**src/sv/ma_pkg.sv**
```systemverilog
// Types and constants shared by the moment accumulator modules.
package ma_pkg;
    localparam int NUM_CH    = 6;
    localparam int NUM_CROSS = NUM_CH * (NUM_CH - 1) / 2;
    localparam int NUM_MOM   = 2 * NUM_CH + NUM_CROSS;
    localparam int VAL_W     = 16;
    localparam int TICK_W    = 16;
    localparam int IDX_W     = 5;
    localparam int SUM_W     = 48;
    localparam int LIN_W     = 32;
    localparam int PROD_W    = 2 * VAL_W;
    localparam int CNT_W     = 16;
    localparam int CH_W      = $clog2(NUM_CH);
    localparam int CR_W      = $clog2(NUM_CROSS);
    localparam int IN_W      = TICK_W + NUM_CH * VAL_W;
    localparam int OUT_USED  = IDX_W + SUM_W + CNT_W + 1;
    localparam int OUT_W     = ((OUT_USED + 7) / 8) * 8;
    localparam int FIFO_DEPTH = 4;
    localparam int FIFO_AW   = $clog2(FIFO_DEPTH);

    localparam logic [CNT_W-1:0]  CNT_MAX         = {CNT_W{1'b1}};
    localparam logic [TICK_W-1:0] RECORD_TIME_RST = 16'd50;

    typedef enum logic {
        OP_SAMPLE  = 1'b0,
        OP_READOUT = 1'b1
    } t_op;

    typedef enum logic {
        REG_RECORD_TIME = 1'b0
    } t_reg;

    typedef logic [NUM_CH-1:0][VAL_W-1:0] t_vals;

    typedef struct packed {
        t_op   op;
        t_vals vals;
    } t_cmd;

    typedef struct packed {
        logic full;
        logic empty;
    } t_fifo_stat;
endpackage

```
**src/sv/ma_fifo.sv**
```systemverilog
// Command queue between the front and back parts of the accumulator.
module ma_fifo
    import ma_pkg::*;
(
    input  logic       i_clk,
    input  logic       i_rst_n,
    input  logic       i_push,
    input  t_cmd       i_push_cmd,
    input  logic       i_pop,
    output t_cmd       o_head,
    output t_fifo_stat o_stat
);
    t_cmd               r_mem [FIFO_DEPTH];
    logic [FIFO_AW-1:0] r_wr_ptr;
    logic [FIFO_AW-1:0] r_rd_ptr;
    logic [FIFO_AW:0]   r_fill;

    always_ff @(posedge i_clk) begin
        if (!i_rst_n) begin
            r_wr_ptr <= '0;
            r_rd_ptr <= '0;
            r_fill   <= '0;
        end else begin
            if (i_push) begin
                r_wr_ptr <= r_wr_ptr + FIFO_AW'(1);
            end
            if (i_pop) begin
                r_rd_ptr <= r_rd_ptr + FIFO_AW'(1);
            end
            if (i_push && !i_pop) begin
                r_fill <= r_fill + (FIFO_AW + 1)'(1);
            end else if (!i_push && i_pop) begin
                r_fill <= r_fill - (FIFO_AW + 1)'(1);
            end
        end
    end

    always_ff @(posedge i_clk) begin
        if (i_push) begin
            r_mem[r_wr_ptr] <= i_push_cmd;
        end
    end

    assign o_head       = r_mem[r_rd_ptr];
    assign o_stat.full  = (r_fill == (FIFO_AW + 1)'(FIFO_DEPTH));
    assign o_stat.empty = (r_fill == '0);
endmodule

```
**config.mk**
```make
export PLATFORM = sky130hd
export DESIGN_NAME = ma_fifo
export DESIGN_NICKNAME = d
export VERILOG_FILES = /design/src/sv/ma_pkg.sv /design/src/sv/ma_fifo.sv
export SDC_FILE = /design/constraint.sdc
export NUM_CORES = 1
export LEC_CHECK = 0
export CORE_MARGIN = 5
export CORE_UTILIZATION = 45
export DETAILED_ROUTE_END_ITERATION = 8
export DONT_BUFFER_PORTS = 1
export GPL_TIMING_DRIVEN = 0
export PLACE_DENSITY = 0.69
export SLEW_MARGIN = 40
export SYNTH_ARGS = -nofsm -noshare
export SYNTH_HDL_FRONTEND = slang
export SYNTH_SLANG_ARGS = --single-unit
```
**constraint.sdc**
```tcl
create_clock -name i_clk -period 10.2 [get_ports i_clk]
set_input_delay 2.04 -clock i_clk [delete_from_list [all_inputs] [get_ports i_clk]]
set_output_delay 2.04 -clock i_clk [all_outputs]
set_load 0.01 [all_outputs]
```
* Word level (Yosys, flattened, before mapping) *
Memory sizes are Yosys's and may differ from the RTL's. A register that Yosys moved wholly into a read port is not among the register bits.
Index checks and enable logic that the tools add are counted.
W data, S select, Z words.

storage, ports and cells
  flip-flop bits (word level) = 7
  RAM bits = 388
  input bits = 101
  output and inout port bits = 99
  logic and storage cells = 21
  memories kept = 1

memory list
  name   depth  bits a word  rd ports  clocked after Yosys merged registers in  wr ports  line           text
  r_mem  4      97           1         1                                        1         ma_fifo.sv:13  t_cmd r_mem [FIFO_DEPTH];

operators by class
  $add $sub $neg = 4
  eq/ne operators = 1
  mux-type cells = 6
  reductions and logical operators = 6

operators with widths
  operator               number
  $mux W3                2
  $add A2 B1 Y2 const B  2
  $mux W2                2
  $add A3 B1 Y3 const B  1
  $eq A3 B3 Y1 const B   1
  $logic_not A3 Y1       1
  $sub A3 B1 Y3 const B  1
  $logic_and A1 B1 Y1    2
  $logic_not A1 Y1       2
  $mux W1                2
  $reduce_bool A2 Y1     1

* Longest topological paths before layout *
  word-level depth = 4
  mapped depth = 7
  gate-level depth less buffers = 7

* Worst setup path after synthesis *
No wires, ideal clock.

  kind = input-to-reg
  from = input port i_push
  to = memory r_mem[0][0] in the netlist's numbering, enable pin
  library setup time = 0.466 ns
  arrival = 4.282 ns
  required time = 9.734 ns
  path slack = 5.452 ns
  stages on the path = 1
  buffers on the path = 0
  path through = and2_1

on the way
  word-level cells in the longest chain between the ends = 2

RTL lines
  element                        line           text
  start, declared                ma_fifo.sv:7   input logic i_push,
  $mux W1                        ma_fifo.sv:39  if (i_push) begin
  $mux W1 (not written as such)  ma_fifo.sv:40  r_mem[r_wr_ptr] <= i_push_cmd;
  end, declared                  ma_fifo.sv:13

No other way between the ends.

==> flow_metrics.env <==
export IMPL_synth_simple_area_share=0.00633
export IMPL_overflow=0
export IMPL_die_area_um2=35700
export IMPL_worst_r2r_path_depth=5
export IMPL_yosysUniqueCellTypes=21
export IMPL_synth_most_common_cell="edfxtp_1"
export IMPL_muxShareOfSynthArea=0.153
export IMPL_clk_latency_ns=0.51
export IMPL_max_slew_margin=0.556
export IMPL_crit_top_cell="buf_2"
export IMPL_num_rows=65
export IMPL_fin_ws_ns=6.10
export IMPL_postSynthAreaPerCell_um2=26.2
export IMPL_dpl_hpwl_mm=17.0
export IMPL_synth_top_flop_cell="edfxtp_1"
export IMPL_antenna_found_initial=0
export IMPL_critPathKind="reg2out"
export IMPL_grt_pass1_wl_mm=39.4
export IMPL_critPathTopFamily="buffers and inverters"
export IMPL_critical_path_depth=4
export IMPL_synth_top_area_share=0.807
export IMPL_maxSlewViolCount=0
export IMPL_first_pass_iters=5
export IMPL_period_needed_ns=4.10
export IMPL_start_util=0.456
export IMPL_ys_seq_area_frac=0.820
export IMPL_final_cell_area_um2=16400
export IMPL_routedWlPerCell_um=25.0
export IMPL_dr_total_vias=5758
export IMPL_ys_seq_elements=397
export IMPL_cts_sinks=397
export IMPL_holdBufCountCts=0
export IMPL_max_freq_ghz=0.244
export IMPL_synth_cell_area_um2=14400
export IMPL_async_flop_share=0
export IMPL_hold_viol=0
export IMPL_tightestPinTransition_ns=0.666
export IMPL_antenna_left=0
export IMPL_drtIter0Drc=296
export IMPL_cts_repair_resized=0
export IMPL_synthTopCellsByArea="edfxtp_1, mux4_2, dfxtp_1"
export IMPL_cts_buffer_depth=3
export IMPL_synth_xor_area_frac=0.00303
export IMPL_peakVddDrop_v=0.000176
export IMPL_grt_pass1_vias=6260
export IMPL_finalSetupViolations=0
export IMPL_yosysTopAreaCell="edfxtp_1"
export IMPL_clk_pin_slew_ns=0.06
export IMPL_synth_top_family_by_area="multiplexers"
export IMPL_cts_buffers=40
export IMPL_whs_path_depth=2
export IMPL_synth_edf_count=388
export IMPL_syn_num_nets=657
export IMPL_max_stage_delay_ns=0.41
export IMPL_cp_arrival_ns=2.06
export IMPL_nets=709
export IMPL_ys_warn_count=0
export IMPL_worst_path_buf_inv=3
export IMPL_io_buffers=0
export IMPL_track_usage=0.145
export IMPL_place_inst=962
export IMPL_finalCritPeriodShare=0.402
export IMPL_post_place_ws_ns=6.53
export IMPL_finClkSkew_ns=0.00763
export IMPL_outcome="complete, no violations"
export IMPL_required_ns=8.16
export IMPL_diodes=0
export IMPL_drc=0
export IMPL_synth_compound_area_frac=0.000867
export IMPL_fp_dieW_um=189
export IMPL_cp_max_fo=10
export IMPL_crit_slowest_cell="mux4_2"
export IMPL_drive_above_1_share=0.298
export IMPL_core_um2=31600
export IMPL_die_y_um=189
export IMPL_htreeDepth=2
export IMPL_powerDensity_nw_per_um2=217
export IMPL_power_leakage_nw=5.12
export IMPL_gp_congestion=0.683
export IMPL_hold_class="reg2reg"
export IMPL_synthAdderAreaFrac=0.00572
export IMPL_routed_wl_mm=25.8
export IMPL_post_cts_setup_buffers=0
export IMPL_dpl_cell_area_um2=15200
export IMPL_cap_violations=0
export IMPL_fin_cells=1033
export IMPL_vias_per_cell=5.57
export IMPL_cp_start_kind="register"
export IMPL_cp_end_kind="output pin"
export IMPL_rsz0062_at_grt="false"
export IMPL_grt_max_degree=40
export IMPL_areaGrowthSynthToFinish_pct=13.9
export IMPL_cts_tree="yes"
export IMPL_setup_tns_final_ns=0
export IMPL_netlist_instances=550
export IMPL_crit_chain="buf_2 -> buf_2 -> buf_2 -> mux4_2"
export IMPL_ios=200
export IMPL_root_buffer="clkbuf_16"
export IMPL_synthTopCellsByCount="edfxtp_1, mux4_2, buf_2, and2_1, dfxtp_1"
==> sequential cells by signal (all words and copies together), names as in the netlist, named ones only <==
signal,cells
r_fill,3
r_mem,388
r_rd_ptr,2
r_wr_ptr,2
==> power breakdown <==
group	leakage (nW)	switching, W	internal, W	total, W
sequential	3.64	0.0000181	0.00187	0.00189
clock	0.628	0.000562	0.000835	0.00140
combinational	0.851	0.000158	0.000116	0.000275
==> per-layer routing <==
layer / track usage / share of wire / vias up
met2: 0.251 / 0.52 / 194
met5: 0 / 0 / -
met3: 0.0636 / 0.10 / 31
met4: 0.0314 / 0.014 / 0
met1: 0.169 / 0.37 / 3068
li1: - / - / 2465
==> layout by cell type (no fill, tap or decap), drive strengths merged, types with 5 or more instances in the layout <==
cell    Yosys  layout
and2        9       9
buf        16      26
clkbuf      6      57
clkinv      0      13
dfxtp       9       9
edfxtp    388     388
ha          5       5
inv         4       5
mux4       97      97
==> worst reg2reg max path, delay by kind of cell (launching register included) <==
family / cells / cell delay (ns)
AND/OR/NAND/NOR: 1 / 0.39
buffers and inverters: 3 / 0.64
flip-flops: 1 / 0.34
adder cells (fa/ha/maj): 1 / 0.15
==> per-stage QoR <==
stage / total power, W / hold slack, ns / utilization
finish: 0.00356 / 0.571 / 0.520
global route: 0.00371 / 0.586 / 0.520
CTS: 0.00362 / 0.567 / 0.520
detailed placement: 0.00221 / 0.556 / 0.479
global placement: 0.00220 / 0.492 / 0.472
floorplan: 0.00213 / 0.472 / -
==> path summary, 6_finish.rpt <==
| path | startpoint | end | slack (ns) |
|---|---|---|---|
| worst min register to register | r_fill[2]$_SDFFE_PN0P_ | r_fill[2]$_SDFFE_PN0P_ | 0.57 |
| worst max-delay path | register | o_head[77] | 6.10 |
| worst max register to register | r_wr_ptr[1]$_SDFFE_PN0P_ | r_mem[1][65]$_DFFE_PP_ | 8.36 |
| worst min-delay path | r_fill[2]$_SDFFE_PN0P_ | r_fill[2]$_SDFFE_PN0P_ | 0.57 |
==> cell families after synthesis <==
group,Yosys count
flip-flops,397
XOR/XNOR,5
adder cells (fa/ha/maj),6
AND/OR/NAND/NOR,15
buffers and inverters,26
AO/OA/AOI/OAI,2
multiplexers,99
==> final cells by class <==
class                           instances  area, um2
Fill cell                            2355      15200
Sequential cell                       397      11800
Multi-Input combinational cell        127       2440
Clock buffer                           51       1090
Tap cell                              402        503
Timing Repair Buffer                   10        208
Clock inverter                         20        196
Buffer                                 22        149
Inverter                                4       15.0
Power figures use the tool's default switching activity.
