$ cat src/sv/ma_pkg.sv
// Types and constants shared by the moment accumulator modules.
package ma_pkg;
    localparam int NUM_CH    = 6;
    localparam int NUM_CROSS = NUM_CH * (NUM_CH - 1) / 2;
    localparam int NUM_MOM   = 2 * NUM_CH + NUM_CROSS;
    localparam int VAL_W     = 16;
    localparam int TICK_W    = 16;
    localparam int IDX_W     = 5;
    localparam int SUM_W     = 48;
    localparam int LIN_W     = 32;
    localparam int PROD_W    = 2 * VAL_W;
    localparam int CNT_W     = 16;
    localparam int CH_W      = $clog2(NUM_CH);
    localparam int CR_W      = $clog2(NUM_CROSS);
    localparam int IN_W      = TICK_W + NUM_CH * VAL_W;
    localparam int OUT_USED  = IDX_W + SUM_W + CNT_W + 1;
    localparam int OUT_W     = ((OUT_USED + 7) / 8) * 8;
    localparam int FIFO_DEPTH = 4;
    localparam int FIFO_AW   = $clog2(FIFO_DEPTH);

    localparam logic [CNT_W-1:0]  CNT_MAX         = {CNT_W{1'b1}};
    localparam logic [TICK_W-1:0] RECORD_TIME_RST = 16'd50;

    typedef enum logic {
        OP_SAMPLE  = 1'b0,
        OP_READOUT = 1'b1
    } t_op;

    typedef enum logic {
        REG_RECORD_TIME = 1'b0
    } t_reg;

    typedef logic [NUM_CH-1:0][VAL_W-1:0] t_vals;

    typedef struct packed {
        t_op   op;
        t_vals vals;
    } t_cmd;

    typedef struct packed {
        logic full;
        logic empty;
    } t_fifo_stat;
endpackage

$ cat src/sv/ma_front.sv
// Front part: register port, input acceptance and item classification.
module ma_front
    import ma_pkg::*;
(
    input  logic              i_clk,
    input  logic              i_rst_n,
    input  logic              s_axis_tvalid,
    output logic              s_axis_tready,
    input  logic [IN_W-1:0]   s_axis_tdata,
    input  logic [0:0]        s_axis_tuser,
    input  logic              psel,
    input  logic              penable,
    input  logic              pwrite,
    input  logic [2:0]        paddr,
    input  logic [31:0]       pwdata,
    output logic [31:0]       prdata,
    output logic              pready,
    input  t_fifo_stat        i_stat,
    output logic              o_push,
    output t_cmd              o_cmd
);
    logic [TICK_W-1:0] r_record_time;
    logic [TICK_W-1:0] w_tick;
    t_op               w_op;
    t_reg              w_reg;

    assign w_reg = t_reg'(paddr[2]);

    always_ff @(posedge i_clk) begin
        if (!i_rst_n) begin
            r_record_time <= RECORD_TIME_RST;
        end else if (psel && penable && pwrite && (w_reg == REG_RECORD_TIME)) begin
            r_record_time <= pwdata[TICK_W-1:0];
        end
    end

    always_comb begin
        case (w_reg)
            REG_RECORD_TIME: prdata = 32'(r_record_time);
            default:         prdata = '0;
        endcase
    end

    assign pready = 1'b1;

    assign w_op   = t_op'(s_axis_tuser[0]);
    assign w_tick = s_axis_tdata[TICK_W-1:0];

    assign s_axis_tready = !i_stat.full;
    // sample items with mismatched ticks are dropped here and never reach the queue
    assign o_push     = s_axis_tvalid && s_axis_tready
                        && ((w_op == OP_READOUT) || (w_tick == r_record_time));
    assign o_cmd.op   = w_op;
    assign o_cmd.vals = s_axis_tdata[TICK_W +: NUM_CH*VAL_W];
endmodule

$ cat config.mk
export PLATFORM = sky130hd
export DESIGN_NAME = ma_front
export DESIGN_NICKNAME = d
export VERILOG_FILES = /design/src/sv/ma_pkg.sv /design/src/sv/ma_front.sv
export SDC_FILE = /design/constraint.sdc
export NUM_CORES = 1
export LEC_CHECK = 0
export ABC_AREA = 0
export BUFFER_PORTS_ARGS = -buffer_cell sky130_fd_sc_hd__buf_2
export CAP_MARGIN = 10
export CORE_AREA = 2 2 113 115
export CTS_CLUSTER_DIAMETER = 120
export DETAILED_ROUTE_END_ITERATION = 16
export DIE_AREA = 0 0 115 117
export GPL_TIMING_DRIVEN = 0
export SLEW_MARGIN = 20
export SYNTH_ARGS = -nofsm -noshare
export SYNTH_HDL_FRONTEND = slang
export SYNTH_SLANG_ARGS = --single-unit
$ cat constraint.sdc
create_clock -name i_clk -period 1.25 [get_ports i_clk]
set_input_delay 0.125 -clock i_clk [delete_from_list [all_inputs] [get_ports i_clk]]
set_output_delay 0.125 -clock i_clk [all_outputs]
set_load 0.01 [all_outputs]
* After elaboration in Yosys (flattened, before gate mapping)
Cells that the tools add are included.
Word-level totals: input port bits 156, logic and storage cells 11, flip-flop bits (word level) 16
Cells by class: muxes and demuxes 1, bitwise gates (word level) 1, reductions and logical operators 7, eq/ne operators 1
Operator list (number):
- $eq 16x16->1 | 1
- $mux 16 | 1
- $logic_and 1x1->1 | 5
- $logic_not 1->1 | 1
- $logic_or 1x1->1 | 1
- $not 1->1 | 1

* Depth between registers and ports, before layout
Gate-level depths: netlist of the first run.
word-level depth 3, gate-level depth with buffers 5, depth with buffers taken out 4

* Least setup slack after synthesis of the first run
No wires, ideal clock.
kind reg2out, start register r_record_time[4], end output port o_push, stages on the path, launching flop included 5, slack 0.044 ns, path buffers 0, arrival time 1.081 ns, cell sequence dfxtp_1 > xor2_1 > nor4_1 > a41o_1 > and3_1
On the way: longest elaborated chain between the ends 3
Ends and longest elaborated chain:
- start, declared | line ma_front.sv:22 | logic [TICK_W-1:0] r_record_time;
- start signal, assigned | line ma_front.sv:33 | r_record_time <= pwdata[TICK_W-1:0];
- $eq 16x16->1 | line ma_front.sv:52 | && ((w_op == OP_READOUT) || (w_tick == r_record_time));
- $logic_or 1x1->1 | line ma_front.sv:52
- $logic_and 1x1->1 | line ma_front.sv:52
- end, declared | line ma_front.sv:19 | output logic o_push,
No other way between the ends.

* Final worst setup path of the first run
Ends and elaborated chain as after synthesis.

==> metrics.md, run 1 <==
| Metric | Value |
|---|---|
| DRC errors left | 0 |
| Crit. End Element | output pin |
| Sequential share of the synthesized area | 17.7% |
| Synthesized area | roughly 1800 um^2 |
| Clk_lat worst skew | ~0.25 ns |
| Hold WS | between 0.08 and 0.09 ns |
| Critical path class | reg -> out |
| Met2 Use GR | between 10% and 20% |
| GRT Total Usage | roughly 8% |
| Critical Path AT | roughly 1.6 ns |
| Die width | 115 um |
| Max Buffers Root-to-Sink | 2 |
| TNS Setup | -0.497 ns |
| H-tree Lvls | 1 |
| Final setup margin | -0.497 ns |
| Fraction of layout cells with a size suffix above 1 | 74.5% |
| Maxcap violations | 0 |
| Antenna violations before repair | 0 |
| Vias in the first global route | 1507 |
| Tmin final | 1.75 ns |
| Met3 Resource Use GR | 1.65% |
| Top flop regs | r_record_time (16) |
| Final Cycle Share | 140% |
| GR Util met1 | 9.22% |
| Largest net degree at the start of global routing | 11 |
| Final WL | 5.82 mm |
| First-pass GRT wire length | about 7.9 mm |
| Register name with the most flops | r_record_time |
| Maximum fanout along the worst path | 3 |
| Dpl cells | 546 |
| Number of flip-flops in the largest register | 16 |
| DIE AREA | 13500 um^2 |
| Layout Skew | 0 ns |
| Mapped Cells | between 200 and 250 |
| CTS tree | yes |
| Nets | 557 |
| CP startpoint kind | flip-flop |
| Slew headroom | 57.7% |
| Netlist cell types | 20 |
| Synth top area cells | buf_4, dfxtp_1, xor2_1 |
| Dpl hpwl | 4.88 mm |
| Peak supply drop | around 400 uV |
| Area delta synth->final | 63.7% |
| Vias/cell | 3.25 |
| CTS Sinks | 16 |
| Required @ worst endpoint | 1.12 ns |
| Boundary Pins | around 290 |
| Yosys top cell area share | 47.2% |
| Fillers | about 1400 |
| Core Box Area | 12300 um^2 |
| Die height | 117 um |
| Unrepaired setup endpoints after global routing | true |
| Routed WL per cell | ~11 um |
| #FFs+latches synth | 16 |
| Max-slew violation count | 0 |
| F_max | 573 MHz |
| Initial core utilization | approximately 15% |
| Synth area leader | buf_4 |
| Row cnt | 41 |
| Status | complete, but fails checks |
| Final cell count without fillers | 550 |
| Failing checks | setup timing |
| Setup Viol. Count Final | 1 |
| Synth Warn # | 0 |
| Placer Congestion | 0.652 |
| Register area | between 300 and 400 um^2 |
| Antenna viol nets, final | 0 |
| HP Class | in -> reg |
| DRT Pass-1 Iters | 2 |
| Via Count | 1789 |
| Actual slew at the worst max-slew pin | 0.634 ns |
| Area occupied by multi-input gates | 693 um^2 |
| Post-Syn Area per Cell | 8.02 um^2 |
| # port buffers | 155 |
| Total power | about 0.002 W |
| PD cells | 679 nW/um^2 |
| GR peak layer | met2 |
| Final hold violation count | 0 |
| CTS Buf Count | 3 |
| Reg clk slew, reported paths | about 0.060 ns |
| Root Driver | clkbuf_16 |
| ANT cells | 0 |
| DR iter-0 viols | 26 |
| GRT overflow | 0 |
| Lkg Pwr | 1.69 nW |
## per-layer routing
metal	vias up	part of all wire, %
met5	-	0
met4	0	0.65
met3	2	10
met2	147	50
met1	720	39
li1	920	-
## per-stage QoR
step	worst slack [ns]	instance area, um^2	util (%)
floorplan	0.0443	1870	-
global placement	-0.552	2830	23.0
detailed placement	-0.558	2830	23.0
CTS	-0.560	2960	24.0
global route	-0.621	2970	24.1
finish	-0.497	2970	24.1
## worst max-delay path: stages, from the launching register on
cell and delay, ns:
dfxtp_1 0.33, xor2_1 0.17, nor4_2 0.36, a41o_1 0.23, and3_1 0.15, buf_2 0.13
## repair_timing
item	4_1_cts	5_1_grt
buffers inserted	0	0
pin swaps	2	0
setup endpoints to repair	11	1
hold buffers	0	0
resized for setup	8	1
## cell usage in the layout (no fill, tap or decap), types with 3 or more instances in the layout
cell / instances
xor2_1: 16
conb_1: 17
nand2_1: 25
and2b_1: 3
dfxtp_1: 14
nand3_1: 3
clkbuf_16: 3
a21boi_2: 7
buf_4: 114
a21boi_1: 6
nor2b_1: 13
nand2_2: 7
buf_2: 155
## synth_stat cells
cell and count:
a41o_1 1, conb_1 2, nor2b_1 13, and3_1 1
nand2_2 7, and2b_1 3, a21boi_2 7, nand2_1 25
xor2_1 16, nand3_1 3, buf_4 114, buf_6 2
nand4b_2 1, clkbuf_1 2, dfxtp_1 16, a21boi_1 6
clkbuf_4 1, nor4_1 4, and4b_1 1, inv_1 1
## final timing paths
| kind | start | end | slack [ns] | cells past startpoint |
|---|---|---|---|---|
| worst max-delay path | r_record_time[4] | o_push | -0.50 | 5 |
| worst min-delay path | pwdata[4] | r_record_time[4] | 0.08 | 3 |
| worst max register to register | r_record_time[15] | r_record_time[15] | 0.58 | 2 |
| worst min register to register | r_record_time[14] | r_record_time[14] | 0.47 | 2 |
## cells by family after synthesis
group | share of synthesized area (%)
AND/OR/NAND/NOR | 17.3
AO/OA/AOI/OAI | 7.39
buffers and inverters | 49.5
XOR/XNOR | 7.73
other | 0.415
flip-flops | 17.7
## cell type report
class	instances	share of cell area, %
Timing Repair Buffer	155	26.1
Tap cell	150	6.33
Buffer	119	30.2
Multi-Input combinational cell	105	23.4
Clock buffer	4	2.99
Sequential cell	16	10.9
Inverter	1	0.127
## where the power goes
group / internal [W] / switching, W / leakage [nW] / total [W]
combinational: 0.000436 / 0.000312 / 1.52 / 0.000748
clock: 0.000488 / 0.000245 / 0.0442 / 0.000732
sequential: 0.000523 / 0.0000114 / 0.131 / 0.000534
total: 0.00145 / 0.000568 / 1.69 / 0.00201
(Power assumes the default switching activity.)
==> inputs of run 2 (changes only) <==
--- a/config.mk
+++ b/config.mk
@@ -13,6 +13,7 @@
 export DETAILED_ROUTE_END_ITERATION = 16
 export DIE_AREA = 0 0 115 117
 export GPL_TIMING_DRIVEN = 0
+export PLACE_DENSITY = 0.51
 export SLEW_MARGIN = 20
 export SYNTH_ARGS = -nofsm -noshare
 export SYNTH_HDL_FRONTEND = slang
==> metrics.md, run 2 (same netlist as run 1, synthesis figures left out) <==
| Metric | Value |
|---|---|
| Status | complete, but fails checks |
| Failing checks | setup timing |
| Required @ worst endpoint | 1.12 ns (about the same) |
| Number of flip-flops in the largest register | 16 (unchanged) |
| F_max | 593 MHz (+3.6%) |
| Fraction of layout cells with a size suffix above 1 | 75.7% (+1.2 points) |
| Placer Congestion | 0.757 (+16%) |
| Clk_lat worst skew | 0.24 ns (about the same) |
| Vias/cell | 3.32 (+2.0%) |
| Total power | 0.00196 W (-2.5%) |
| Initial core utilization | 14.7% (unchanged) |
| Final Cycle Share | 135% (-4.9 points) |
| GRT overflow | 0 (unchanged) |
| PD cells | 656 nW/um^2 (-3.4%) |
| Critical Path AT | 1.56 ns (-0.06 ns) |
| Maximum fanout along the worst path | 2 (-1) |
| CTS Buf Count | 3 (unchanged) |
| Switching part of the total power | 26.2% (-2.0 points) |
| Dpl cells | 546 (unchanged) |
| Reg clk slew, reported paths | 0.05 ns (about the same) |
| Antenna viol nets, final | 0 (unchanged) |
| Internal Power | 0.00145 W (+0.20%) |
| Vias in the first global route | 1666 (+11%) |
| Row cnt | 41 (unchanged) |
| Layout Skew | 0 ns (unchanged) |
| Final cell count without fillers | 554 (+0.73%) |
| Routed WL per cell | 11.0 um (+4.1%) |
| Util after Layout | 24.3% (+0.23 points) |
| Most common cell after layout, fill and taps aside | buf_2 |
| Combinational share of power | 37.7% (+0.6 points) |
| Commonest cells after routing, fill and taps aside | buf_2, buf_4, nand2_1 |
| Crit. End Element | output pin |
| Antenna violations before repair | 0 (unchanged) |
| Boundary Pins | 288 (unchanged) |
| CP startpoint kind | flip-flop |
| Slew headroom | 66.2% (+8.4 points) |
| Setup Viol. Count Final | 1 (unchanged) |
| Register name with the most flops | r_record_time |
| DRT Pass-1 Iters | 3 (+1) |
| Die width | 115 um (unchanged) |
| First-pass GRT wire length | 8.22 mm (+4.6%) |
| Top flop regs | r_record_time (16) |
| Fillers | 1404 (+1.0%) |
| Area delta synth->final | 65.3% |
| ANT cells | 0 (unchanged) |
| Dpl hpwl | 5.51 mm (+13%) |
| Switch Pwr | 0.000515 W (-9.3%) |
| Peak supply drop | 194 uV (-52%) |
| HP Class | in -> reg |
| Reg power frac | 27.2% (+0.7 points) |
| DR iter-0 viols | 19 (-27%) |
| H-tree Lvls | 1 (unchanged) |
| Worst slack at placement | -0.317 ns (+0.241 ns) |
| Actual slew at the worst max-slew pin | 0.507 ns (-0.127 ns) |
| Largest net degree at the start of global routing | 11 (unchanged) |
| Critical path class | reg -> out |
| Tmin final | 1.69 ns (-0.0614 ns) |
| GRT Total Usage | 8.11% (+0.18 points) |
| Maxcap violations | 0 (unchanged) |
| CTS tree | yes |
| Final setup margin | -0.435 ns (+0.0614 ns) |
| Via Count | 1838 (+2.7%) |
| Nets | 561 (+0.72%) |
| Final WL | 6.11 mm (+4.9%) |
| DIE AREA | 13500 um^2 (unchanged) |
| Root Driver | clkbuf_16 |
| CTS Sinks | 16 (unchanged) |
| Register area | 328 um^2 (+1.6%) |
| Clock network fraction of design power | 35.1% (-1.2 points) |
| Unrepaired setup endpoints after global routing | true |
| Max Buffers Root-to-Sink | 2 (unchanged) |
| # port buffers | 155 (unchanged) |
| Core Box Area | 12300 um^2 (unchanged) |
| Lkg Pwr | 1.71 nW (+0.83%) |
| DRC errors left | 0 (unchanged) |
| Die height | 117 um (unchanged) |
| Final hold violation count | 0 (unchanged) |
| Max-slew violation count | 0 (unchanged) |
| Area occupied by multi-input gates | 682 um^2 (-1.6%) |
==> run 2: changes by cell type in the layout (fill, tap and decap cells not counted), moves of 2 or more <==
cell     delta
buf_4       +4
dfxtp_1     -4
dfxtp_2     +4
nor4_4      -2
==> run 2: power groups by stage <==
stage / combinational (W) / sequential [W] / clock, W
2_1_floorplan: 0.000472 / 0.000541 / 0
3_3_place_gp: 0.000728 / 0.000544 / 0
3_5_place_dp: 0.000733 / 0.000544 / 0
4_1_cts: 0.000749 / 0.000533 / 0.000707
5_1_grt: 0.000815 / 0.000535 / 0.000734
6_report: 0.000741 / 0.000534 / 0.000690
==> run 2: layout make-up <==
type                            count  share of cell area [%]
Buffer                            119                    29.8
Clock buffer                        4                    2.97
Inverter                            1                   0.125
Multi-Input combinational cell    105                    22.8
Sequential cell                    16                    10.9
Tap cell                          150                    6.27
Timing Repair Buffer              159                    27.1
==> run 2: path summary, 6_finish.rpt <==
path                                   startpoint                 to  slack [ns]  cells after the start
worst max-delay path            r_record_time[10]             o_push       -0.44                      5
worst min-delay path                    pwdata[4]   r_record_time[4]        0.09                      3
worst max register to register  r_record_time[11]  r_record_time[11]        0.56                      3
worst min register to register  r_record_time[14]  r_record_time[14]        0.48                      2
==> run 2: timing repair <==
| item | in CTS | in global routing |
|---|---|---|
| hold buffers | 0 | 0 |
| buffers inserted | 4 | 0 |
| pin swaps | 7 | 6 |
| setup endpoints to repair | 1 | 1 |
| gates resized for setup | 9 | 3 |
==> run 2: through the flow <==
stage | hold WS, ns | instance area, um^2 | TNS [ns]
after global placement | 0.339 | 2830 | -0.331
after global routing | 0.111 | 3000 | -0.535
after detailed placement | 0.345 | 2830 | -0.317
final | 0.0921 | 3000 | -0.435
after floorplan | 0.249 | 1870 | 0
after CTS | 0.0964 | 2990 | -0.475
==> run 2: critical path, stage by stage, from the launching register on <==
cell	delay, ns
dfxtp_2	0.32
xor2_1	0.14
nor4_2	0.32
a41o_1	0.25
and3_4	0.19
buf_6	0.10
==> run 2: routing by layer <==
layer	up-vias	GRT usage (%)	share of wire [%]
li1	928	-	-
met1	754	8.48	35
met2	152	14.7	50
met3	4	3.35	13
met4	0	2.73	1.2
met5	-	0	0
